**config.mk**
```make
export PLATFORM = sky130hd
export DESIGN_NAME = base64_key_decoder_unit
export DESIGN_NICKNAME = d
export VERILOG_FILES = /design/src/hdl/b64kd_pkg.sv /design/src/hdl/b64kd_digit.sv /design/src/hdl/b64kd_core.sv /design/src/hdl/base64_key_decoder_unit.sv
export SDC_FILE = /design/constraint.sdc
export NUM_CORES = 1
export LEC_CHECK = 0
export BUFFER_PORTS_ARGS = -buffer_cell sky130_fd_sc_hd__buf_2
export CAP_MARGIN = 10
export CORE_MARGIN = 4
export CORE_UTILIZATION = 59
export DETAILED_ROUTE_END_ITERATION = 8
export GPL_TIMING_DRIVEN = 1
export PLACE_DENSITY = 0.81
export SLEW_MARGIN = 25
export SYNTH_ARGS = -nofsm -noshare
export SYNTH_HDL_FRONTEND = slang
export SYNTH_HIERARCHICAL = 1
export SYNTH_SLANG_ARGS = --single-unit
```
**constraint.sdc**
```tcl
create_clock -name clk -period 3.3 [get_ports clk]
set_clock_uncertainty 0.2 [all_clocks]
set_input_delay 0.495 -clock clk [delete_from_list [all_inputs] [get_ports clk]]
set_output_delay 0.495 -clock clk [all_outputs]
set_load 0.05 [all_outputs]
```
**src/hdl/b64kd_pkg.sv**
```systemverilog
// b64kd_pkg: shared types and constants for the base64 key decoder
// no dependencies; imported by every module of the block
`timescale 1ns / 1ps

package b64kd_pkg;

  // fixed field widths
  localparam int CHAR_W   = 8;
  localparam int BYTE_W   = 8;
  localparam int STATUS_W = 2;
  localparam int OCOUNT_W = 12;
  localparam int CAP_W    = 12;
  localparam int ACC_W    = 12;
  localparam int HELD_W   = 3;
  localparam int DIGIT_W  = 6;

  // stream widths
  localparam int IN_TDATA_W  = 8;
  localparam int OUT_TDATA_W = 24;

  // configuration port
  localparam int CFG_IDX_W  = 1;
  localparam int CFG_DATA_W = 12;
  localparam logic [CFG_IDX_W-1:0] REG_CAPACITY = 1'b0;
  localparam logic [CFG_IDX_W-1:0] REG_EXACT    = 1'b1;

  localparam logic [CAP_W-1:0] CAPACITY_RST = 12'd32;
  localparam logic             EXACT_RST    = 1'b1;

  // character codes
  localparam logic [CHAR_W-1:0] CH_NUL     = 8'h00;
  localparam logic [CHAR_W-1:0] CH_PAD     = 8'h3D;
  localparam logic [CHAR_W-1:0] CH_PLUS    = 8'h2B;
  localparam logic [CHAR_W-1:0] CH_SLASH   = 8'h2F;
  localparam logic [CHAR_W-1:0] CH_UPPER_A = 8'h41;
  localparam logic [CHAR_W-1:0] CH_UPPER_Z = 8'h5A;
  localparam logic [CHAR_W-1:0] CH_LOWER_A = 8'h61;
  localparam logic [CHAR_W-1:0] CH_LOWER_Z = 8'h7A;
  localparam logic [CHAR_W-1:0] CH_ZERO    = 8'h30;
  localparam logic [CHAR_W-1:0] CH_NINE    = 8'h39;

  // digit value offsets
  localparam logic [DIGIT_W-1:0] LOWER_BASE = 6'd26;
  localparam logic [DIGIT_W-1:0] NUM_BASE   = 6'd52;
  localparam logic [DIGIT_W-1:0] PLUS_VAL   = 6'd62;
  localparam logic [DIGIT_W-1:0] SLASH_VAL  = 6'd63;

  // result status codes
  typedef enum logic [STATUS_W-1:0] {
    ST_OK        = 2'd0,
    ST_BAD_CHAR  = 2'd1,
    ST_OVER_CAP  = 2'd2,
    ST_WRONG_LEN = 2'd3
  } status_t;

  // decoder phase
  typedef enum logic [1:0] {
    PH_DECODING = 2'd0,
    PH_PADDED   = 2'd1,
    PH_FAILED   = 2'd2
  } phase_t;

  // classified character
  typedef struct packed {
    logic               is_nul;
    logic               is_pad;
    logic               is_digit;
    logic [DIGIT_W-1:0] value;
  } char_class_t;

  // one result item
  typedef struct packed {
    logic                is_done;
    logic [BYTE_W-1:0]   data_byte;
    status_t             status;
    logic [OCOUNT_W-1:0] byte_count;
  } result_t;

endpackage

```
**src/hdl/b64kd_digit.sv**
```systemverilog
// b64kd_digit: classifies one text character (nul, pad, base64 digit and its value)
// depends on b64kd_pkg
`timescale 1ns / 1ps

module b64kd_digit
  import b64kd_pkg::*;
(
  input  logic [CHAR_W-1:0] character,
  output char_class_t       cls
);

  logic              in_upper;
  logic              in_lower;
  logic              in_num;
  logic              is_plus;
  logic              is_slash;
  logic [CHAR_W-1:0] off_upper;
  logic [CHAR_W-1:0] off_lower;
  logic [CHAR_W-1:0] off_num;

  // range checks
  assign in_upper = (character >= CH_UPPER_A) && (character <= CH_UPPER_Z);
  assign in_lower = (character >= CH_LOWER_A) && (character <= CH_LOWER_Z);
  assign in_num   = (character >= CH_ZERO) && (character <= CH_NINE);
  assign is_plus  = (character == CH_PLUS);
  assign is_slash = (character == CH_SLASH);

  assign off_upper = character - CH_UPPER_A;
  assign off_lower = character - CH_LOWER_A;
  assign off_num   = character - CH_ZERO;

  // digit value select
  always_comb begin
    cls.is_nul   = (character == CH_NUL);
    cls.is_pad   = (character == CH_PAD);
    cls.is_digit = in_upper | in_lower | in_num | is_plus | is_slash;
    priority if (in_upper) begin
      cls.value = off_upper[DIGIT_W-1:0];
    end else if (in_lower) begin
      cls.value = off_lower[DIGIT_W-1:0] + LOWER_BASE;
    end else if (in_num) begin
      cls.value = off_num[DIGIT_W-1:0] + NUM_BASE;
    end else if (is_plus) begin
      cls.value = PLUS_VAL;
    end else if (is_slash) begin
      cls.value = SLASH_VAL;
    end else begin
      cls.value = '0;
    end
  end

endmodule

```
**src/hdl/b64kd_core.sv**
```systemverilog
// b64kd_core: decoder state, configuration registers and per-item result logic
// depends on b64kd_pkg
`timescale 1ns / 1ps

module b64kd_core
  import b64kd_pkg::*;
#(
  parameter int COUNT_BITS = 12
) (
  input  logic                  clk,
  input  logic                  rst_n,
  input  logic                  cfg_we,
  input  logic [CFG_IDX_W-1:0]  cfg_index,
  input  logic [CFG_DATA_W-1:0] cfg_data,
  input  logic                  fire,
  input  char_class_t           cls,
  output logic                  res_valid,
  output result_t               res
);

  localparam int WIDE_W = (COUNT_BITS > OCOUNT_W) ? COUNT_BITS : OCOUNT_W;

  logic [CAP_W-1:0]      capacity_r;
  logic                  exact_r;
  logic [ACC_W-1:0]      buf_r, buf_nxt;
  logic [HELD_W-1:0]     held_r, held_nxt;
  logic [COUNT_BITS-1:0] cnt_r, cnt_nxt;
  phase_t                phase_r, phase_nxt;

  logic [ACC_W-1:0]      acc;
  logic [HELD_W:0]       held_sum;
  logic [HELD_W-1:0]     held_left;
  logic [COUNT_BITS-1:0] cnt_inc;
  logic [WIDE_W-1:0]     cnt_w;
  logic [WIDE_W-1:0]     cnt_inc_w;
  logic [WIDE_W-1:0]     cap_w;
  logic                  over_cap;
  logic [BYTE_W-1:0]     out_byte;
  logic [ACC_W-1:0]      left_mask;

  // configuration registers
  always_ff @(posedge clk) begin
    if (!rst_n) begin
      capacity_r <= CAPACITY_RST;
      exact_r    <= EXACT_RST;
    end else if (cfg_we) begin
      unique case (cfg_index)
        REG_CAPACITY: capacity_r <= cfg_data[CAP_W-1:0];
        REG_EXACT:    exact_r    <= cfg_data[0];
        default:      ;
      endcase
    end
  end

  // accumulator step
  assign acc       = {buf_r[ACC_W-DIGIT_W-1:0], cls.value};
  assign held_sum  = {1'b0, held_r} + (HELD_W+1)'(DIGIT_W);
  assign held_left = HELD_W'(held_sum - (HELD_W+1)'(BYTE_W));
  assign cnt_inc   = cnt_r + 1'b1;
  assign cnt_w     = WIDE_W'(cnt_r);
  assign cnt_inc_w = WIDE_W'(cnt_inc);
  assign cap_w     = WIDE_W'(capacity_r);
  assign over_cap  = (cnt_w >= cap_w) || (&cnt_r);

  // byte extraction, leftover bits are 0, 2 or 4
  always_comb begin
    out_byte  = acc[BYTE_W-1:0];
    left_mask = '0;
    unique case (held_left)
      3'd2: begin
        out_byte  = acc[BYTE_W+1:2];
        left_mask = 12'h003;
      end
      3'd4: begin
        out_byte  = acc[BYTE_W+3:4];
        left_mask = 12'h00F;
      end
      default: begin
        out_byte  = acc[BYTE_W-1:0];
        left_mask = '0;
      end
    endcase
  end

  // next state and result
  always_comb begin
    buf_nxt   = buf_r;
    held_nxt  = held_r;
    cnt_nxt   = cnt_r;
    phase_nxt = phase_r;
    res_valid = 1'b0;
    res       = '0;
    if (cls.is_nul) begin
      buf_nxt   = '0;
      held_nxt  = '0;
      cnt_nxt   = '0;
      phase_nxt = PH_DECODING;
      if (phase_r == PH_DECODING || phase_r == PH_PADDED) begin
        res_valid      = 1'b1;
        res.is_done    = 1'b1;
        res.status     = (exact_r && (cnt_w != cap_w)) ? ST_WRONG_LEN : ST_OK;
        res.byte_count = cnt_w[OCOUNT_W-1:0];
      end
    end else if (phase_r == PH_DECODING) begin
      if (cls.is_pad) begin
        phase_nxt = PH_PADDED;
      end else if (!cls.is_digit) begin
        phase_nxt      = PH_FAILED;
        res_valid      = 1'b1;
        res.is_done    = 1'b1;
        res.status     = ST_BAD_CHAR;
        res.byte_count = cnt_w[OCOUNT_W-1:0];
      end else if (held_sum < (HELD_W+1)'(BYTE_W)) begin
        buf_nxt  = acc;
        held_nxt = held_sum[HELD_W-1:0];
      end else if (over_cap) begin
        buf_nxt        = acc;
        held_nxt       = held_left;
        phase_nxt      = PH_FAILED;
        res_valid      = 1'b1;
        res.is_done    = 1'b1;
        res.status     = ST_OVER_CAP;
        res.byte_count = cnt_w[OCOUNT_W-1:0];
      end else begin
        buf_nxt        = acc & left_mask;
        held_nxt       = held_left;
        cnt_nxt        = cnt_inc;
        res_valid      = 1'b1;
        res.data_byte  = out_byte;
        res.status     = ST_OK;
        res.byte_count = cnt_inc_w[OCOUNT_W-1:0];
      end
    end
  end

  // decoder state registers
  always_ff @(posedge clk) begin
    if (!rst_n) begin
      buf_r   <= '0;
      held_r  <= '0;
      cnt_r   <= '0;
      phase_r <= PH_DECODING;
    end else if (fire) begin
      buf_r   <= buf_nxt;
      held_r  <= held_nxt;
      cnt_r   <= cnt_nxt;
      phase_r <= phase_nxt;
    end
  end

endmodule

```
**src/hdl/base64_key_decoder_unit.sv**
```systemverilog
// base64_key_decoder_unit: top level, input register, decode core and result register
// depends on b64kd_pkg, b64kd_digit and b64kd_core
`timescale 1ns / 1ps
//
// Streaming base64 decoder (standard alphabet) for key text.
// in_*: one text character per item in in_tdata[7:0]; a zero character ends the text.
// out_*: at most one result item per input item. out_tuser is 1 for the final
//   outcome of a text (status, total count) and 0 for a decoded data byte.
// cfg_*: register writes, index 0 capacity, index 1 exact-length check; cfg_ready
//   is always high, writes are meant for an idle block.
// Timing: an accepted item waits in the input register until the result register is
//   free; its result is then registered there and shown on out_*.
// Throughput: one item per cycle while the receiver takes results, set by the single
//   decode step between the input register and the result register.
// Reset (rst_n low, synchronous): both registers empty, decoder at a fresh text,
//   capacity 32, exact-length check on.
// When the receiver stalls the result register holds; the input register still
//   takes one more item, then in_tready drops until the result is taken.
//
module base64_key_decoder_unit
  import b64kd_pkg::*;
#(
  parameter int COUNT_BITS = 12
) (
  input  logic                   clk,
  input  logic                   rst_n,
  // input stream
  input  logic                   in_tvalid,
  output logic                   in_tready,
  input  logic [IN_TDATA_W-1:0]  in_tdata,   // [7:0] character
  // result stream
  output logic                   out_tvalid,
  input  logic                   out_tready,
  output logic [OUT_TDATA_W-1:0] out_tdata,  // [7:0] data_byte, [9:8] status,
                                             // [21:10] byte_count, [23:22] zero
  output logic                   out_tuser,  // [0] is_done
  // configuration writes
  input  logic                   cfg_valid,
  output logic                   cfg_ready,
  input  logic [CFG_IDX_W-1:0]   cfg_index,
  input  logic [CFG_DATA_W-1:0]  cfg_data
);

  logic              s1_valid_r, s1_valid_nxt;
  logic [CHAR_W-1:0] s1_char_r;
  logic              out_valid_r, out_valid_nxt;
  result_t           out_res_r;
  logic              advance;
  logic              in_fire;
  char_class_t       cls;
  logic              res_valid;
  result_t           res;

  assign cfg_ready = 1'b1;

  // handshake control
  assign advance   = s1_valid_r && (!out_valid_r || out_tready);
  assign in_tready = !s1_valid_r || advance;
  assign in_fire   = in_tvalid && in_tready;

  assign s1_valid_nxt  = in_fire ? 1'b1 : (advance ? 1'b0 : s1_valid_r);
  assign out_valid_nxt = advance ? res_valid : (out_tready ? 1'b0 : out_valid_r);

  // input register
  always_ff @(posedge clk) begin
    if (!rst_n) begin
      s1_valid_r <= 1'b0;
    end else begin
      s1_valid_r <= s1_valid_nxt;
    end
  end

  always_ff @(posedge clk) begin
    if (in_fire) begin
      s1_char_r <= in_tdata[CHAR_W-1:0];
    end
  end

  b64kd_digit u_digit (
    .character (s1_char_r),
    .cls       (cls)
  );

  b64kd_core #(
    .COUNT_BITS (COUNT_BITS)
  ) u_core (
    .clk       (clk),
    .rst_n     (rst_n),
    .cfg_we    (cfg_valid),
    .cfg_index (cfg_index),
    .cfg_data  (cfg_data),
    .fire      (advance),
    .cls       (cls),
    .res_valid (res_valid),
    .res       (res)
  );

  // result register
  always_ff @(posedge clk) begin
    if (!rst_n) begin
      out_valid_r <= 1'b0;
    end else begin
      out_valid_r <= out_valid_nxt;
    end
  end

  always_ff @(posedge clk) begin
    if (advance) begin
      out_res_r <= res;
    end
  end

  // result packing
  assign out_tvalid = out_valid_r;
  assign out_tuser  = out_res_r.is_done;
  assign out_tdata  = {2'b00, out_res_r.byte_count, out_res_r.status, out_res_r.data_byte};

endmodule

```
# [Word-level counts from Yosys, hierarchy flattened]
# Cells that the tools add are included.
[op_classes] add_sub_neg=8 order_cmp=8 eq_ne=12 mux=53 n_bitwise=8 reduce_logical=25
[op_table] op="two-way mux 12 bit" n=6
[op_table] op="two-way mux 23 bit" n=3
[op_table] op="two-way mux 6 bit" n=11
[op_table] op="two-way mux 14 bit" n=4
[op_table] op="== test 8 x 6 -> 1 bit (second input constant)" n=3
[op_table] op=">= comparator 8 x 7 -> 1 bit (second input constant)" n=2
[op_table] op="less-or-equal comparator 8 x 7 -> 1 bit (second input constant)" n=2
[op_table] op="two-way mux 8 bit" n=2
[op_table] op="one-hot mux 8 bit (2 select lines)" n=1
[op_table] op="two-way mux 3 bit" n=5
[op_table] op="two-way mux 2 bit" n=7
[op_table] op="two-way mux 1 bit" n=13
[op_table] op="adder 12 x 1 -> 12 bit (second input constant)" n=1
[op_table] op=">= comparator 12 bit" n=1
[op_table] op="!= test 12 bit" n=1
[op_table] op="AND reduction 12 bit" n=1
[op_table] op="subtractor 6 bit (second input constant)" n=2
[op_table] op=">= comparator 8 x 6 -> 1 bit (second input constant)" n=1
[op_table] op="less-or-equal comparator 8 x 6 -> 1 bit (second input constant)" n=1
[op_table] op="zero test 8 bit" n=1
[op_table] op="!= test 4 bit (second input constant)" n=2
[op_table] op="one-hot mux 4 bit (2 select lines)" n=1
[op_table] op="AND reduction 4 bit" n=2
[op_table] op="nonzero test 2 bit" n=4
[op_table] op="21 further kinds" n=37
[totals] regBits=69 in_bits=26 output_inout_bits=28

# [Depth between registers and ports, before layout]
# Gate-level depths: netlist of the first run.
[depth] ltp_word=13 ltp_mapped=14

# [Hierarchy]
# The synthesis of the first run kept the hierarchy.
[by_module_without_submodules] module="b64kd_core" instances=1 cells_each=320 area_each_um2=2636.3 seq_area_each_um2=700.7
[by_module_without_submodules] module="base64_key_decoder_unit" instances=1 cells_each=46 area_each_um2=1068.5 seq_area_each_um2=970.9
[by_module_without_submodules] module="b64kd_digit" instances=1 cells_each=89 area_each_um2=615.6 seq_area_each_um2=0.0

# [Worst setup path after synthesis of the first run]
# OpenSTA, ideal clock, no wires.
[synth_path] path_kind="reg2reg" from="reg s1_char_r[2]" to="reg out_res_r (netlist bit out_tdata[0]), data pin" setup_time_ns=0.159 arrival_ns=2.655 t_required_ns=2.941 path_slack_ns=0.286 stages_incl_launch_ff=13 path_buffers=2 synth_period_minus_slack_ns=3.014 cell_sequence="edfxtp_1 buf_2 inv_1 ha_1 inv_1 o21ai_1 o211ai_1 nand2_1 clkbuf_1 nand2_1 nor2_2 nand3_4 a211oi_2"
[synth_lines] item="start, declared" line_no="base64_key_decoder_unit.sv:45" text="logic [CHAR_W-1:0] s1_char_r;"
[synth_lines] item="start signal, assigned" line_no="base64_key_decoder_unit.sv:75" text="s1_char_r <= in_tdata[CHAR_W-1:0];"
[synth_lines] item="end signal, assigned" line_no="base64_key_decoder_unit.sv:109" text="out_res_r <= res;"
[synth_lines] item="end, declared" line_no="base64_key_decoder_unit.sv:47" text="result_t out_res_r;"

==> impl_metrics.toml, run 1 <==
[setup_path]
r2r_slack_ps = 250
crit_required_ps = 3370
setup.worst_path.start_class = "flop"
timing.rr.start = "s1_char_r[2]"
reg2regPathDepth = 11
end_kind = "flop"
cp_max_fo = 12
rr_endpoint = "u_core/cnt_r[7]"
path_class = "reg -> reg"
worstPathArrival_ps = 3120

[sta]
tightestPinTransition_ps = 804.8
final-hold-violation-count = 0
relSlewSlack = 0.4624
setup-violations-final = 0
rsz0062_at_grt = "false"
fin_crit_ps = 3046
fin_tns_setup_ps = 0
finalMaxSlewViolations = 0
fin_ws_ps = 254.4
finalCritPeriodShare = 0.9229
fmax_ghz = 0.3283

[layout]
fin_nets = 557
syn2layout_area_growth_pct = 12.25
fin_util = 0.6984
drive_gt1_frac = 0.2427
insertedDiodeCount = 0
num-fill-cells = 552

[run]
drv_cap = 0

[die]
row_count = 30
die_h_um = 93.57
core_mm2 = 0.006944
io_pins = 54
initial_utilization = 0.6222
die_area_mm2 = 0.008755
die_w_um = 93.57

[logic_synthesis]
synth.avg_cell_area_um2 = 9.495
synth_edf_count = 31
ys_ff_latch = 68
async_flop_share = 0
yosysSeqAreaShare = 0.3869
yosysUniqueCellTypes = 77
synth_warnings = 6
synth.cell_area_mm2 = 0.004320
synth_ff_type = "dfxtp_1"
syn_inst = 455

[placement]
gp_congestion = 0.9542
io_buffers = 50
place_ws_ps = 338.5
hpwl_um = 6888

[clocking]
post_cts_resized = 0
cts_buffers = 9
htree_levels = 3
cts-root-buf = "clkbuf_8"
clk_path_buf_depth = 2
cts_setup_buffers = 0
cts_sinks = 68
hold_buffers = 0
cts_tree = "yes"
clkSlewWorstSetupHoldPaths_ps = 70
clkLatencyLatePin_ps = 340

[route]
wire_per_inst_um = 15.50
num_vias = 3651
drc = 0
ant_nets = 0
viasPerCell = 6.015
first_iter_violations = 283
drt-total-wl_um = 9409
drtPass1Iterations = 5

[grt]
antenna_found_initial = 0
grt_max_degree = 30
grt_use_total = 0.2221
gr-total-overflow = 0
grt_pass1_wl_um = 15670
first_global_vias = 3283

[outcome]
run_status = "finished clean"

[min_path]
min_path_cells = 1
hold_path_class = "in -> reg"
hold_path.startpoint = "in_tdata[3]"
worstHoldEndpoint = "s1_char_r[3]"

[pwr]
ir_worst_vdd_mv = 0.2333
p_leak_nw = 1.923
p_per_area_mw_per_mm2 = 392.0
[cell usage after synthesis, types with 3 or more instances]
master,n,area (µm²)
inv_1,33,123.9
o211ai_1,11,82.58
o2111ai_1,7,61.31
buf_6,3,33.78
ha_1,25,312.8
clkbuf_1,11,41.29
nand4b_1,4,35.03
a32o_1,5,50.05
edfxtp_1,31,930.9
nand2_1,52,195.2
nand3_1,12,60.06
o31ai_1,3,22.52
o21ai_0,11,55.05
a211oi_2,8,100.1
buf_2,3,15.01
o21a_1,4,30.03
nor3_1,6,30.03
nand2b_1,4,25.02
and2_1,9,56.30
nor2b_1,7,43.79
o21ai_1,8,40.04
buf_4,9,67.56
a21boi_0,12,90.09
a21oi_1,11,55.05
mux2i_1,4,40.04
nand4_1,14,87.58
o21ai_2,7,61.31
nor2_1,26,97.59
and3_1,5,31.28
a22oi_1,8,60.06
a31oi_1,8,50.05
dfxtp_1,37,740.7
[placed cells by master, fill, tap and decap left out, drive strengths merged, types with 9 or more instances in the layout]
master | netlist | layout
edfxtp | 31 | 31
inv | 34 | 34
a21oi | 12 | 12
a211oi | 9 | 9
o211ai | 11 | 11
buf | 17 | 67
a31oi | 9 | 9
nand4 | 15 | 15
clkbuf | 11 | 10
o21ai | 26 | 26
nand3 | 14 | 14
nor2 | 29 | 29
dfxtp | 37 | 37
a21boi | 14 | 14
and2 | 10 | 10
nand2 | 52 | 52
ha | 25 | 25
[cell families (layout without fill, tap and decap cells)]
group	after synthesis	after routing	synth area share
AND/OR/NAND/NOR	161	161	0.2097
AO/OA/AOI/OAI	130	130	0.2430
flip-flops	68	68	0.3869
buffers and inverters	62	117	0.06776
adder cells (fa/ha/maj)	25	25	0.07240
multiplexers	5	5	0.01448
other	2	3	0.001738
XOR/XNOR	2	2	0.004055
[worst max-delay path: stages (launching register included)]
cell and delay (ps):
edfxtp_1 380, buf_4 190, ha_1 290, o21ai_0 330
and2_1 220, nor2_1 50, nand2_1 70, buf_4 200
nand4_1 180, nor4b_4 570, o211ai_1 190, o21ai_1 100
[layer usage]
metal / GRT usage / wire length [µm] / vias up
met4: 0.06258 / 72 / 0
met2: 0.3413 / 4292 / 136
met3: 0.04344 / 566 / 9
met1: 0.3185 / 4478 / 1728
li1: - / - / 1778
met5: 0 / 0 / -
[metrics by stage]
step	instances	power, mW	cell area, µm²	hold WS, ps
after detailed placement	591	1.244	4657	259.4
after CTS	607	1.914	4850	113.1
final	607	1.901	4850	132.5
after floorplan	456	1.172	4324	236.2
after global placement	591	1.238	4657	251.1
after global routing	607	1.987	4850	109.0
[flip-flops by register name, indices dropped and copies added (netlist names)]
| register | count |
|---|---|
| u_core/phase_r | 2 |
| u_core/cap_w | 12 |
| s1_char_r | 8 |
| out_tuser | 1 |
| u_core/buf_r | 6 |
| out_tvalid | 1 |
| s1_valid_r | 1 |
| u_core/exact_r | 1 |
| out_tdata | 22 |
| u_core/cnt_r | 12 |
| u_core/held_r | 2 |
[area by class of cell]
class                           instances  area (µm²)  area share
Timing Repair Buffer                   67       377.9     0.07792
Clock buffer                           10       127.6     0.02632
Inverter                               34       127.6     0.02632
Tap cell                               96       120.1     0.02477
Multi-Input combinational cell        326        2360      0.4866
Clock inverter                          6       65.06     0.01342
Sequential cell                        68        1672      0.3447
[worst max-delay path by stage]
stage,from,to,slack [ps],depth (start not counted)
floorplan,s1_char_r[2],out_tdata[0],290,12
global placement,s1_char_r[2],u_core/cnt_r[8],430,11
detailed placement,s1_char_r[2],u_core/cnt_r[7],340,11
CTS,s1_char_r[2],u_core/cnt_r[7],310,11
global route,s1_char_r[2],u_core/cnt_r[7],20,11
finish,s1_char_r[2],u_core/cnt_r[7],250,11
[power by group]
part           switching [mW]  internal (mW)  total, mW
sequential             0.0160          0.909      0.925
clock                   0.324          0.349      0.673
combinational           0.205         0.0979      0.303
total                   0.545           1.36       1.90
(Power assumes the default switching activity.)
==> run 2, diff against run 1 <==
Settings changed: CORE_UTILIZATION 59 to 30, PLACE_DENSITY 0.81 to default.
==> run 2 against run 1 <==
Compared with the run above:
- cell area up 4.8%
- highest routed layer unchanged
- critical path type unchanged
- count of clock-buffer cells in the layout up 1
- via count is 2.0% lower
- critical path depth unchanged
- largest cell class unchanged
- sequential power about the same
- first-iteration DRC count is 16% lower
- setup slack worse by 26 ps
- sequential cell count stayed put
- maximum frequency decreased by 0.84%
- utilization down 34 points
==> impl_metrics.toml, run 2 (same netlist as run 1, synthesis figures left out) <==
[layout]
multi_input_area_mm2 = 0.002381
final_common_cell = "nand2_1"
fin_nets = 555
seqCellArea_mm2 = 0.001672
syn2layout_area_growth_pct = 17.64
largest_reg_flops = 22
num-fill-cells = 1411
insertedDiodeCount = 0
most-common-layout-cells = "52 x nand2_1, 50 x buf_2, 37 x dfxtp_1"
drive_gt1_frac = 0.2436

[pwr]
p_leak_nw = 1.970
p_int_mw = 1.642
power.switching_mw = 0.5993
pwr-share-seq = 0.414
p_comb_frac = 0.137
ir_worst_vdd_mv = 0.2289
p_per_area_mw_per_mm2 = 441.1
power_frac_clock = 0.449
swShare = 0.2673
power_mw = 2.242

[placement]
io_buffers = 50
hpwl_um = 7648
gp_congestion = 0.9121

[clocking]
cts_tree = "yes"
clkSlewWorstSetupHoldPaths_ps = 60
clkLatencyLatePin_ps = 330
cts_setup_buffers = 0
clk_path_buf_depth = 2
cts-root-buf = "clkbuf_16"
post_cts_resized = 0
htree_levels = 3
cts_buffers = 9
hold_buffers = 0
cts_sinks = 68

[setup_path]
path_class = "reg -> reg"
end_kind = "flop"
worstSetupPathDepth = 11
max_stage_delay_ps = 560
path_cells = "ha_1 > nor2b_1 > o21ai_1 > and2_1 > nor2_1 > nand2_1 > buf_4 > nand4_1 > nor4b_4 > o211ai_1 > o21ai_1"
path_delay_family = "simple AND/OR/NAND/NOR gates"
worstPathArrival_ps = 3140
setup.worst_path.start_class = "flop"
worst_path_most_repeated_cell = "o21ai_1"
crit_path_top_delay_cell = "nor4b_4"
r2r_slack_ps = 230
crit_required_ps = 3370
cp_num_buf_inv = 1
reg2regPathDepth = 11
cp_max_fo = 9

[route]
wire_per_inst_um = 15.13
drc = 0
num_vias = 3578
ant_nets = 0
drt-total-wl_um = 10420
first_iter_violations = 238
drtPass1Iterations = 5
viasPerCell = 5.193

[die]
core_mm2 = 0.01399
io_pins = 54
die_w_um = 128.0
row_count = 43
die_area_mm2 = 0.01639
initial_utilization = 0.3089
die_h_um = 128.0

[grt]
grt_pass1_wl_um = 17330
first_global_vias = 3493
antenna_found_initial = 0
grt_max_degree = 29
gr-total-overflow = 0
grt_use_total = 0.1306

[sta]
fin_crit_ps = 3071
final-hold-violation-count = 0
hold_ws_ps = 135.1
relSlewSlack = 0.4302
fin_tns_setup_ps = 0
finalMaxSlewViolations = 0
setup-violations-final = 0
tightestPinTransition_ps = 852.9
fmax_ghz = 0.3256
finalCritPeriodShare = 0.9307

[outcome]
run_status = "finished clean"

[min_path]
min_path_cells = 1
hold_path_class = "in -> reg"

[run]
drv_cap = 0
run 2: changes by cell type in the layout (fill, tap and decap cells not counted), sizes merged:
| cell | before | now |
|---|---|---|
| clkinv | 4 | 3 |
| buf | 67 | 65 |
| clkbuf | 10 | 11 |
run 2: power by group through the flow:
| stage | Clock [mW] | Sequential [mW] | Combinational, mW |
|---|---|---|---|
| 2_1_floorplan | 0 | 0.983 | 0.189 |
| 3_3_place_gp | 0 | 0.945 | 0.299 |
| 3_5_place_dp | 0 | 0.946 | 0.302 |
| 4_1_cts | 1.03 | 0.928 | 0.304 |
| 5_1_grt | 1.07 | 0.932 | 0.336 |
| 6_report | 1.01 | 0.928 | 0.307 |
run 2: routing by layer:
metal	GRT usage	wire length [µm]
met5	0	0
met1	0.1809	4922
met2	0.1993	4740
met3	0.03000	594
met4	0.04682	165
run 2: worst reg2reg max path, cell delays in order (launching register included):
cell	delay (ps)
edfxtp_1	450
ha_1	300
nor2b_1	160
o21ai_1	200
and2_1	210
nor2_1	50
nand2_1	240
buf_4	200
nand4_1	140
nor4b_4	560
o211ai_1	180
o21ai_1	110
run 2: metrics by stage:
| stage | setup slack [ps] | instances | utilization | cell area (µm²) |
|---|---|---|---|---|
| 6_report | 228.6 | 689 | 0.3633 | 5082 |
| 5_1_grt | -8.210 | 689 | 0.3633 | 5082 |
| 4_1_cts | 92.61 | 689 | 0.3618 | 5061 |
| 3_5_place_dp | 123.3 | 673 | 0.3394 | 4747 |
| 3_3_place_gp | 270.0 | 673 | 0.3394 | 4747 |
| 2_1_floorplan | 286.0 | 456 | - | 4324 |
run 2: layout make-up:
type | count | area share
multi-input combinational | 326 | 0.4685
clock buffer | 11 | 0.04998
timing repair buffer | 65 | 0.07139
sequential | 68 | 0.3289
tap | 180 | 0.04431
clock inverter | 5 | 0.01182
inverter | 34 | 0.02511
run 2: path summary, 6_finish.rpt:
check,startpoint,to
setup / recovery,s1_char_r[3],u_core/cnt_r[6]
hold / removal,in_tdata[4],s1_char_r[4]
setup reg to reg,s1_char_r[3],u_core/cnt_r[6]
hold reg to reg,u_core/cap_w[11],u_core/cap_w[11]
==> run 3, diff against run 2 <==
Settings changed: SYNTH_HIERARCHICAL 1 to default.
==> run 3 against run 2 <==
Compared with the run above:
- final cell count down 5.4%
- sequential power is 0.4% higher
- sequential share of layout area up 3.4 points
- highest routed layer unchanged
==> impl_metrics.toml, run 3 <==
[outcome]
run_status = "finished clean"

[grt]
grt_use_total = 0.1318
antenna_found_initial = 0
grt_max_degree = 24
grt_pass1_wl_um = 15480
gr-total-overflow = 0
first_global_vias = 3170

[placement]
gp_congestion = 0.8682
io_buffers = 50
dp.cells = 637
hpwl_um = 6791

[logic_synthesis]
async_flop_share = 0
yosysUniqueCellTypes = 62
synth_top_area_frac = 0.2388
synth_area_leaders = "edfxtp_1 24%, dfxtp_1 19%, ha_1 8.0%"
synth_warnings = 0
syn_inst = 423
synth_edf_count = 31
synth_ff_type = "dfxtp_1"
synth.cell_area_mm2 = 0.003897
synth_most_common_cell = "nand2_1"
synth_top_area_cell = "edfxtp_1"
synth.avg_cell_area_um2 = 9.214
yosysSeqAreaShare = 0.4289
ys_ff_latch = 68
ys_top_cells_by_count = "51 x nand2_1, 43 x a21oi_1, 37 x dfxtp_1"

[layout]
final_common_cell = "nand2_1"
multi_input_area_mm2 = 0.001984
insertedDiodeCount = 0
most-common-layout-cells = "51 x nand2_1, 50 x buf_2, 43 x a21oi_1"
num-fill-cells = 1297
finalNonFillerCells = 652
fin_nets = 527
syn2layout_area_growth_pct = 18.11
drive_gt1_frac = 0.1896
seqCellArea_mm2 = 0.001672
largest_reg_flops = 22

[run]
drv_cap = 0

[sta]
finalMaxSlewViolations = 0
final-hold-violation-count = 0
setup-violations-final = 0
fin_crit_ps = 3056
rsz0062_at_grt = "false"
finalCritPeriodShare = 0.9262
fin_tns_setup_ps = 0
relSlewSlack = 0.4650
hold_ws_ps = 141.4
tightestPinTransition_ps = 800.8
fmax_ghz = 0.3272

[setup_path]
cp_max_fo = 13
setup.worst_path.start_class = "flop"
end_kind = "flop"
worstPathArrival_ps = 2940
path_class = "reg -> reg"
crit_required_ps = 3180

[clocking]
cts_buffers = 9
htree_levels = 3
cts-root-buf = "clkbuf_16"
hold_buffers = 0
clk_path_buf_depth = 2
clkSlewWorstSetupHoldPaths_ps = 50
post_cts_resized = 0
clkLatencyLatePin_ps = 330
cts_setup_buffers = 0
cts_tree = "yes"
cts_sinks = 68

[die]
row_count = 41
die_h_um = 122.0
die_w_um = 122.0
die_area_mm2 = 0.01488
initial_utilization = 0.3076
core_mm2 = 0.01267
io_pins = 54

[route]
num_vias = 3178
drt-total-wl_um = 9038
viasPerCell = 4.874
drtPass1Iterations = 4
drc = 0
wire_per_inst_um = 13.86
first_iter_violations = 207
ant_nets = 0

[pwr]
ir_worst_vdd_mv = 0.2064
power_mw = 2.114
p_leak_nw = 1.923
p_per_area_mw_per_mm2 = 459.2

[min_path]
hold_path_class = "in -> reg"
[run 3: changes by cell type after synthesis, moves of 8 or more]
| cell | before | now |
|---|---|---|
| a21boi_0 | 12 | 0 |
| a21o_1 | 2 | 17 |
| nand4_1 | 14 | 5 |
| o211ai_1 | 11 | 2 |
| a211oi_2 | 8 | 0 |
| a21oi_1 | 11 | 43 |
[run 3: path summary, 6_finish.rpt]
| check | depth (start not counted) | end | startpoint | slack, ps |
|---|---|---|---|---|
| max | 8 | out_tdata[10] | s1_char_r[3] | 240 |
| min | 1 | s1_char_r[2] | in_tdata[2] | 140 |
| max reg2reg | 8 | out_tdata[10] | s1_char_r[3] | 240 |
| min reg2reg | 2 | u_core.cap_w[6] | u_core.cap_w[6] | 250 |
[run 3: metrics by stage]
stage	util	setup slack, ps	instance area, µm²
after floorplan	-	522.3	3901
after global placement	0.3410	339.1	4320
after detailed placement	0.3410	245.8	4320
after CTS	0.3633	250.8	4603
after global routing	0.3633	101.1	4603
final	0.3633	243.6	4603
[run 3: routing by layer]
metal / track usage / part of all wire / vias to the layer above
li1: - / - / 1625
met3: 0.03343 / 0.052 / 16
met5: 0 / 0 / -
met2: 0.2013 / 0.44 / 74
met4: 0.06443 / 0.028 / 0
met1: 0.1735 / 0.48 / 1463
[run 3: power by group]
part	internal [mW]	switching [mW]	total, mW
clock network	0.571	0.339	0.910
registers	0.913	0.0186	0.932
logic	0.0862	0.186	0.272
[run 3: cell type report]
type	instances	area share
Sequential cell	68	0.3631
Inverter	29	0.02365
Clock inverter	1	0.001631
Multi-Input combinational cell	306	0.4311
Clock buffer	14	0.05980
Timing Repair Buffer	62	0.07393
Tap cell	172	0.04675
[run 3: critical path, cell delays in order (launching register included)]
cell	delay (ps)
edfxtp_1	510
ha_1	310
a21o_1	180
a311oi_2	290
nor2b_2	220
or2_1	200
nor2_1	70
a211o_1	470
mux2_2	350
[run 3: cells by family after synthesis]
kind of cell / synth area share
flip-flops: 0.4289
AO/OA/AOI/OAI: 0.2132
multiplexers: 0.01059
XOR/XNOR: 0.01798
adder cells (fa/ha/maj): 0.08026
buffers and inverters: 0.06292
AND/OR/NAND/NOR: 0.1843
other: 0.001927
